$ cat config.mk
export PLATFORM = sky130hd
export DESIGN_NAME = atom_pair_triple_canonical_key
export DESIGN_NICKNAME = d
export VERILOG_FILES = /design/src/hdl/aptck_pkg.sv /design/src/hdl/atom_pair_triple_canonical_key.sv
export SDC_FILE = /design/constraint.sdc
export NUM_CORES = 1
export LEC_CHECK = 0
export ABC_AREA = 1
export BUFFER_PORTS_ARGS = -buffer_cell sky130_fd_sc_hd__buf_2
export CAP_MARGIN = 20
export CORE_UTILIZATION = 30
export CTS_BUF_LIST = sky130_fd_sc_hd__clkbuf_16
export CTS_CLUSTER_SIZE = 8
export DETAILED_ROUTE_END_ITERATION = 8
export PLACE_DENSITY = 0.43
export RECOVER_POWER = 50
export SYNTH_ARGS = -nofsm -noshare
export SYNTH_HDL_FRONTEND = slang
export SYNTH_SLANG_ARGS = --single-unit
$ cat constraint.sdc
create_clock -name aclk -period 31.5 [get_ports aclk]
set_input_delay 1.575 -clock aclk [delete_from_list [all_inputs] [get_ports aclk]]
set_output_delay 1.575 -clock aclk [all_outputs]
set_load 0.05 [all_outputs]
$ cat src/hdl/aptck_pkg.sv
package aptck_pkg;

    localparam int ATOM_W = 7;
    localparam int DIST_W = 7;
    localparam int IDX_W  = 3;
    localparam int CODE_W = 10;
    localparam int KEY_W  = 26;

    // Only values that fit ATOM_W can arrive, so the upper bound never trips.
    localparam int MAX_ATOMIC_NUMBER = 127;

    localparam logic [DIST_W-1:0] TRIPLE_DIST_MAX = DIST_W'(39);

    localparam logic [KEY_W-1:0] PAIR_LOW_MULT    = KEY_W'(1000);
    localparam logic [KEY_W-1:0] PAIR_DIST_MULT   = KEY_W'(10);
    localparam logic [KEY_W-1:0] TRIPLE_CODE_MULT = KEY_W'(100000);
    localparam logic [KEY_W-1:0] TRIPLE_D12_MULT  = KEY_W'(1600);
    localparam logic [KEY_W-1:0] TRIPLE_D13_MULT  = KEY_W'(40);
    localparam logic [KEY_W-1:0] KEY_MAX          = KEY_W'(55563999);

    localparam logic [CODE_W-1:0] CODE_HUNDREDS = CODE_W'(100);
    localparam logic [CODE_W-1:0] CODE_TENS     = CODE_W'(10);

    typedef enum logic {
        CMD_PAIR   = 1'b0,
        CMD_TRIPLE = 1'b1
    } cmd_t;

    typedef enum logic [IDX_W-1:0] {
        IDX_NONE = 3'd0,
        IDX_C    = 3'd1,
        IDX_N    = 3'd2,
        IDX_O    = 3'd3,
        IDX_P    = 3'd4,
        IDX_S    = 3'd5
    } atom_idx_t;

    // 0 means unmapped
    function automatic logic [IDX_W-1:0] atom_index(input logic [ATOM_W-1:0] z);
        logic [IDX_W-1:0] idx;
        idx = IDX_NONE;
        if (int'(z) <= MAX_ATOMIC_NUMBER) begin
            case (z)
                ATOM_W'(6):  idx = IDX_C;
                ATOM_W'(7):  idx = IDX_N;
                ATOM_W'(8):  idx = IDX_O;
                ATOM_W'(15): idx = IDX_P;
                ATOM_W'(16): idx = IDX_S;
                default:     idx = IDX_NONE;
            endcase
        end
        return idx;
    endfunction

endpackage

$ cat src/hdl/atom_pair_triple_canonical_key.sv
// Canonical atom pair/triple key generator. Takes one tuple per clock unless the
// output side stalls, and returns one result per tuple, in order. A result passes
// through one input register, then the index mapping, the three-compare sort with
// distance permutation and the constant-multiply packing, then the result register.
// Both stages advance independently, so a full rate stream runs with no bubbles
// while m_ready stays high; s_ready follows m_ready combinationally when both
// stages are occupied.
module atom_pair_triple_canonical_key (
    input  logic                                aclk,
    input  logic                                aresetn,
    input  logic                                s_valid,
    output logic                                s_ready,
    input  logic                                s_command,
    input  logic [aptck_pkg::ATOM_W-1:0]        s_atom_a,
    input  logic [aptck_pkg::ATOM_W-1:0]        s_atom_b,
    input  logic [aptck_pkg::ATOM_W-1:0]        s_atom_c,
    input  logic [aptck_pkg::DIST_W-1:0]        s_dist_ab,
    input  logic [aptck_pkg::DIST_W-1:0]        s_dist_ac,
    input  logic [aptck_pkg::DIST_W-1:0]        s_dist_bc,
    output logic                                m_valid,
    input  logic                                m_ready,
    output logic [aptck_pkg::KEY_W-1:0]         m_key,
    output logic                                m_invalid
);

    logic                              in_valid_reg;
    logic                              cmd_reg;
    logic [aptck_pkg::ATOM_W-1:0]      atom_a_reg, atom_b_reg, atom_c_reg;
    logic [aptck_pkg::DIST_W-1:0]      dist_ab_reg, dist_ac_reg, dist_bc_reg;

    logic                              out_valid_reg;
    logic [aptck_pkg::KEY_W-1:0]       key_reg, key_next;
    logic                              invalid_reg, invalid_next;

    logic out_load;
    logic in_load;

    assign out_load = !out_valid_reg || m_ready;
    assign s_ready  = !in_valid_reg || out_load;
    assign in_load  = s_valid && s_ready;

    always_ff @(posedge aclk) begin
        if (!aresetn) begin
            in_valid_reg <= 1'b0;
        end else if (s_ready) begin
            in_valid_reg <= s_valid;
        end
        if (in_load) begin
            cmd_reg     <= s_command;
            atom_a_reg  <= s_atom_a;
            atom_b_reg  <= s_atom_b;
            atom_c_reg  <= s_atom_c;
            dist_ab_reg <= s_dist_ab;
            dist_ac_reg <= s_dist_ac;
            dist_bc_reg <= s_dist_bc;
        end
    end

    always_comb begin
        logic [aptck_pkg::IDX_W-1:0]  i1, i2, i3, it;
        logic [aptck_pkg::DIST_W-1:0] d12, d13, d23, dt;
        logic [aptck_pkg::CODE_W-1:0] code;
        logic                         bad;

        i1  = aptck_pkg::atom_index(atom_a_reg);
        i2  = aptck_pkg::atom_index(atom_b_reg);
        i3  = aptck_pkg::atom_index(atom_c_reg);
        d12 = dist_ab_reg;
        d13 = dist_ac_reg;
        d23 = dist_bc_reg;
        it = '0;
        dt = '0;
        key_next = '0;
        bad = 1'b0;
        code = '0;

        if (cmd_reg == aptck_pkg::CMD_PAIR) begin
            bad = (i1 == aptck_pkg::IDX_NONE) || (i2 == aptck_pkg::IDX_NONE);
            if (i1 > i2) begin
                it = i1; i1 = i2; i2 = it;
            end
            key_next = aptck_pkg::KEY_W'(i1) * aptck_pkg::PAIR_LOW_MULT
                     + aptck_pkg::KEY_W'(d12) * aptck_pkg::PAIR_DIST_MULT
                     + aptck_pkg::KEY_W'(i2);
        end else begin
            bad = (i1 == aptck_pkg::IDX_NONE) || (i2 == aptck_pkg::IDX_NONE)
               || (i3 == aptck_pkg::IDX_NONE)
               || (d12 > aptck_pkg::TRIPLE_DIST_MAX)
               || (d13 > aptck_pkg::TRIPLE_DIST_MAX)
               || (d23 > aptck_pkg::TRIPLE_DIST_MAX);

            // sort indices; each swap carries the distances to the moved atoms
            if (i1 > i2) begin
                it = i1; i1 = i2; i2 = it;
                dt = d13; d13 = d23; d23 = dt;
            end
            if (i2 > i3) begin
                it = i2; i2 = i3; i3 = it;
                dt = d12; d12 = d13; d13 = dt;
            end
            if (i1 > i2) begin
                it = i1; i1 = i2; i2 = it;
                dt = d13; d13 = d23; d23 = dt;
            end

            // tie-break on distances made interchangeable by equal indices
            if (i1 == i2 && i2 == i3) begin
                if (d12 > d13) begin dt = d12; d12 = d13; d13 = dt; end
                if (d13 > d23) begin dt = d13; d13 = d23; d23 = dt; end
                if (d12 > d13) begin dt = d12; d12 = d13; d13 = dt; end
            end else if (i1 == i2) begin
                if (d13 > d23) begin dt = d13; d13 = d23; d23 = dt; end
            end else if (i2 == i3) begin
                if (d12 > d13) begin dt = d12; d12 = d13; d13 = dt; end
            end

            code = aptck_pkg::CODE_W'(i1) * aptck_pkg::CODE_HUNDREDS
                 + aptck_pkg::CODE_W'(i2) * aptck_pkg::CODE_TENS
                 + aptck_pkg::CODE_W'(i3);
            key_next = aptck_pkg::KEY_W'(code) * aptck_pkg::TRIPLE_CODE_MULT
                     + aptck_pkg::KEY_W'(d12) * aptck_pkg::TRIPLE_D12_MULT
                     + aptck_pkg::KEY_W'(d13) * aptck_pkg::TRIPLE_D13_MULT
                     + aptck_pkg::KEY_W'(d23);
        end

        if (bad) begin
            key_next = '0;
        end
        invalid_next = bad;
    end

    always_ff @(posedge aclk) begin
        if (!aresetn) begin
            out_valid_reg <= 1'b0;
        end else if (out_load) begin
            out_valid_reg <= in_valid_reg;
        end
        if (out_load && in_valid_reg) begin
            key_reg     <= key_next;
            invalid_reg <= invalid_next;
        end
    end

    assign m_valid   = out_valid_reg;
    assign m_key     = key_reg;
    assign m_invalid = invalid_reg;

endmodule

== Word level (Yosys, flattened, before mapping) ==
Index checks and enable logic that the tools add are counted.
Cells by class
  equal/unequal tests: 17
  magnitude comparators: 10
  add/sub/neg operators: 7
  reduce and logical (&&, ||, !) cells: 15
  muxes and demuxes: 53
  multiply operators: 7
Operators with widths (count)
  $mux W7: 34
  $pmux W3 S5: 3
  $eq A7 B3 Y1 const B: 6
  $eq A7 B4 Y1 const B: 6
  $mux W3: 14
  $gt A7 B7 Y1: 4
  $add A26 B13 Y26: 1
  $add A26 B18 Y26: 1
  $add A26 B7 Y26: 1
  $mux W26: 1
  $eq A7 B5 Y1 const B: 3
  $gt A7 B6 Y1 const B: 3
  $mul A10 B12 Y21 const B: 1
  $mul A7 B3 Y10 const B: 2
  $add A14 B3 Y15: 1
  $add A13 B11 Y14: 1
  $mul A7 B5 Y12 const B: 1
  $add A10 B3 Y10: 1
  $add A10 B7 Y10: 1
  $mul A3 B7 Y10 const B: 1
  $gt A3 B3 Y1: 3
  $logic_not A3 Y1: 3
  $mul A3 B5 Y8 const B: 1
  $logic_or A1 B1 Y1: 7
  other kinds (5): 9
Word-level totals
  input port bits: 47
  output and inout bits: 29
  bits in registers: 72
  word-level logic and storage cells: 120

== Longest topological paths before layout ==
  word-level depth: 28
  gate-level depth with buffers: 98
  mapped depth without buffers: 94

== Worst setup path after synthesis ==
OpenSTA, ideal clock, no wires.
  path type: register to register
  start: register atom_a_reg[6] in the netlist's numbering
  end: register key_reg (netlist bit m_key[23]), data pin
  path slack: 17944 ps
  path buffers: 4
  data arrival time: 13290 ps
  data required time: 31234 ps
  cell stages (with the launch flop): 88
  cells stage by stage: edfxtp_1 > nor2_1 > nand2_1 > nor4_1 > nor3_1 > ha_1 > inv_1 > nand4_2 > nand2_4 > nand2_4 > buf_8 > nand2_4 > nand2_1 > ha_1 > a31oi_1 > nand2_1 > inv_2 > a31oi_1 > (+52 left out) > a21oi_1 > o21ai_0 > a21o_1 > a21oi_1 > xnor2_1 > ha_1 > ha_1 > ha_1 > nand4_1 > o21ai_0 > nand2_1 > nand2_1 > nand2_1 > inv_1 > nand2_1 > xor2_1 > inv_1 > nor2_1
On the way
  cells in the longest elaborated chain, start to end: 28
  elaborated cells between the ends (all ways): 80
RTL lines
  start: declaration: line atom_pair_triple_canonical_key.sv:28  | logic [aptck_pkg::ATOM_W-1:0] atom_a_reg, atom_b_reg, atom_c_reg;
  start signal: assignment: line atom_pair_triple_canonical_key.sv:50  | atom_a_reg <= s_atom_a;
  $eq A7 B5 Y1, or another cell as far along: line aptck_pkg.sv:43  | case (z)
  $pmux W3 S5 (*): line aptck_pkg.sv:43
  parallel branches: the longest is 26 deep, another holds $add A10 B7 Y10
  end signal: assignment: line atom_pair_triple_canonical_key.sv:139  | key_reg <= key_next;
  end: declaration: line atom_pair_triple_canonical_key.sv:32  | logic [aptck_pkg::KEY_W-1:0] key_reg, key_next;
Every way passes the cells marked *. The select of a mux whose other input is x is not followed.
A chain may end at the register's enable or synchronous reset.

== Final worst setup path ==
Same ends and word-level chain as after synthesis.

==> run_results.csv <==
group,metric,value,unit
die,fp-row-count,70,
routing,drt_iter0_markers,448,
global_routing,grt_pass1_vias,9451,
final_layout,largest_reg_flops,26,
final_layout,fin_nets,1831,
timing,tns,0,ps
routing,vias,9541,
clock_network,cts_resized,0,
routing,ant_nets,0,
outcome,violations,"capacitance limit, slew limit",
final_layout,final_common_cell,"nand2_1",
synthesis,synth_area,11200,um2
clock_network,cts_made_buffers,9,
worst_setup_path,path_max_fanout,31,
worst_setup_path,cpMaxStageDelayCell,"a31oi_2",
global_routing,track_usage,0.167,
timing,tightest_slew,2230,ps
clock_network,hold_buffers,0,
clock_network,clk_pin_slew,60,ps
global_routing,grt_pass1_wl,49.6,mm
global_routing,antenna_found_initial,1,
worst_setup_path,cp_slowest_stage_delay,750,ps
synthesis,seq_area_frac_synth,0.191,
clock_network,clkLatencyLatePin,370,ps
routing,vias_per_cell,4.79,
clock_network,htree_levels,3,
clock_network,cts_buffer_depth,2,
placement,dpl.hpwl,26.3,mm
die,core_region_area,36700,um2
die,start_util,0.306,
synthesis,synth_edf_count,70,
synthesis,synth-main-ff-cell,"edfxtp_1",
synthesis,synthDistinctLibCells,53,
routing,drc,0,
synthesis,syn_nets,1762,
synthesis,ys_top_cells_by_area,"ha_1, edfxtp_1, nand2_1, inv_1, fa_1",
outcome,status,"finished with violations",
timing,final-hold-violation-count,0,
worst_setup_path,critPathKind,"reg2reg",
min_path,hp-class,"reg2reg",
routing,routed_wl,30.7,mm
placement,placed_cell_area,12100,um2
die,die_area,38200,um2
clock_network,cts_setup_buffers,0,
final_layout,syn_to_final_growth,10.1,%
clock_network,cts_tree,"yes",
global_routing,grt_max_degree,44,
placement,place.gp.congestion,0.889,
final_layout,nFillCells,3949,
global_routing,grt_overflow,0,
synthesis,synth_top_area_frac,0.251,
timing,setup_viol,0,
timing,max_slew_margin,-0.487,
final_layout,finish.instance_area,12400,um2
worst_setup_path,cp_num_buf_inv,17,
timing,max_freq,53.7,MHz
routing,wl_per_cell,15.4,um
die,die_height,195,um
synthesis,synth.largest_area_cell,"ha_1",
final_layout,n_antenna_cell,0,
timing,layout_min_cycle_time,18620,ps
synthesis,ys_ff_latch,72,
flow_run,drv_cap,2,
synthesis,syn-instance-count,1451,
routing,drtPass1Iterations,5,
timing,drv_slew,72,
worst_setup_path,path_delay_family,"simple AND/OR/NAND/NOR gates",
worst_setup_path,critPathArrivalTime,18700,ps
worst_setup_path,crit_top_cell,"nand2_1",
placement,port_buffers,75,
timing,fin_skew,18.3,ps
final_layout,drive_above_1_share,0.111,
die,io_pins,76,
worst_setup_path,start_kind,"register",
synthesis,synth-async-reset-ratio,0,
timing,rsz0062_at_grt,"no",
final_layout,final_cell_mix,"nand2_1, ha_1, inv_1",
worst_setup_path,endpoint_kind,"register",
die,die_x,195,um
clock_network,clock-sinks,72,
synthesis,yosys_warnings,0,
worst_setup_path,cp_data_required_time,31580,ps
timing,fin_crit_sh,0.591,
clock_network,clockRootBuffer,"clkbuf_16",
synthesis,avgSynthCellArea,7.73,um2
## worst min-delay path: stages (launching register included)
cell	delay, ps
dfxtp_1	350
nand2_1	80
a21oi_1	50
## per-layer routing
layer  global-route usage  vias up  routed length [um]
met5                    0        -                   0
li1                     -     4989                   -
met3               0.0278       44                1290
met1                0.219     4317               14600
met4               0.0563        0                 861
met2                0.278      191               13900
## cells in the mapped netlist (9+ instances only)
master,count
nand3b_1,11
o22ai_1,9
a31oi_1,10
nand3_1,77
edfxtp_1,70
nor2_1,60
inv_1,225
nand2_2,16
xor2_1,34
nor3_1,15
a21oi_1,76
nand4_1,15
ha_1,225
o211ai_1,9
o21ai_1,20
inv_2,18
o21ai_2,15
o21ai_0,60
xnor2_1,21
fa_1,39
nand3_2,9
nand2_1,329
## logic make-up (layout without fill, tap and decap cells)
kind of cell | after synthesis | after routing | synth area share
simple gates | 563 | 563 | 0.228
buf+inv | 267 | 340 | 0.0956
compound gates | 227 | 227 | 0.119
mux | 3 | 3 | 0.00301
flops | 72 | 72 | 0.191
xor+xnor | 55 | 55 | 0.0429
fa+ha+maj | 264 | 264 | 0.321
## cell type report
type                            instances  area [um2]  area share
Multi-Input combinational cell       1112        8020       0.649
Tap cell                              468         586      0.0474
Clock inverter                          6        70.1     0.00567
Inverter                              247         927      0.0751
Timing Repair Buffer                   78         380      0.0308
Clock buffer                            9         225      0.0182
Sequential cell                        72        2140       0.173
## worst paths after layout
| check | startpoint | to | slack [ps] | depth (start not counted) |
|---|---|---|---|---|
| worst min-delay path | m_valid$_SDFFE_PN0P_ | m_valid$_SDFFE_PN0P_ | 530 | 2 |
| worst max register to register | atom_a_reg[6]$_DFFE_PP_ | m_key[23]$_SDFFCE_PP0P_ | 12880 | 82 |
| worst min register to register | m_valid$_SDFFE_PN0P_ | m_valid$_SDFFE_PN0P_ | 530 | 2 |
| worst max-delay path | atom_a_reg[6]$_DFFE_PP_ | m_key[23]$_SDFFCE_PP0P_ | 12880 | 82 |
## metrics by stage
step | instances | hold slack, ps | utilization | setup WS [ps]
2_1_floorplan | 1451 | 447 | - | 17940
4_1_cts | 1992 | 532 | 0.337 | 12910
3_5_place_dp | 1977 | 522 | 0.329 | 12960
3_3_place_gp | 1977 | 516 | 0.329 | 13310
6_report | 1992 | 530 | 0.337 | 12880
5_1_grt | 1992 | 574 | 0.337 | 10740
Power is not shown: default switching activity piles up to over one toggle a cycle in this logic, so the estimate is an artifact.
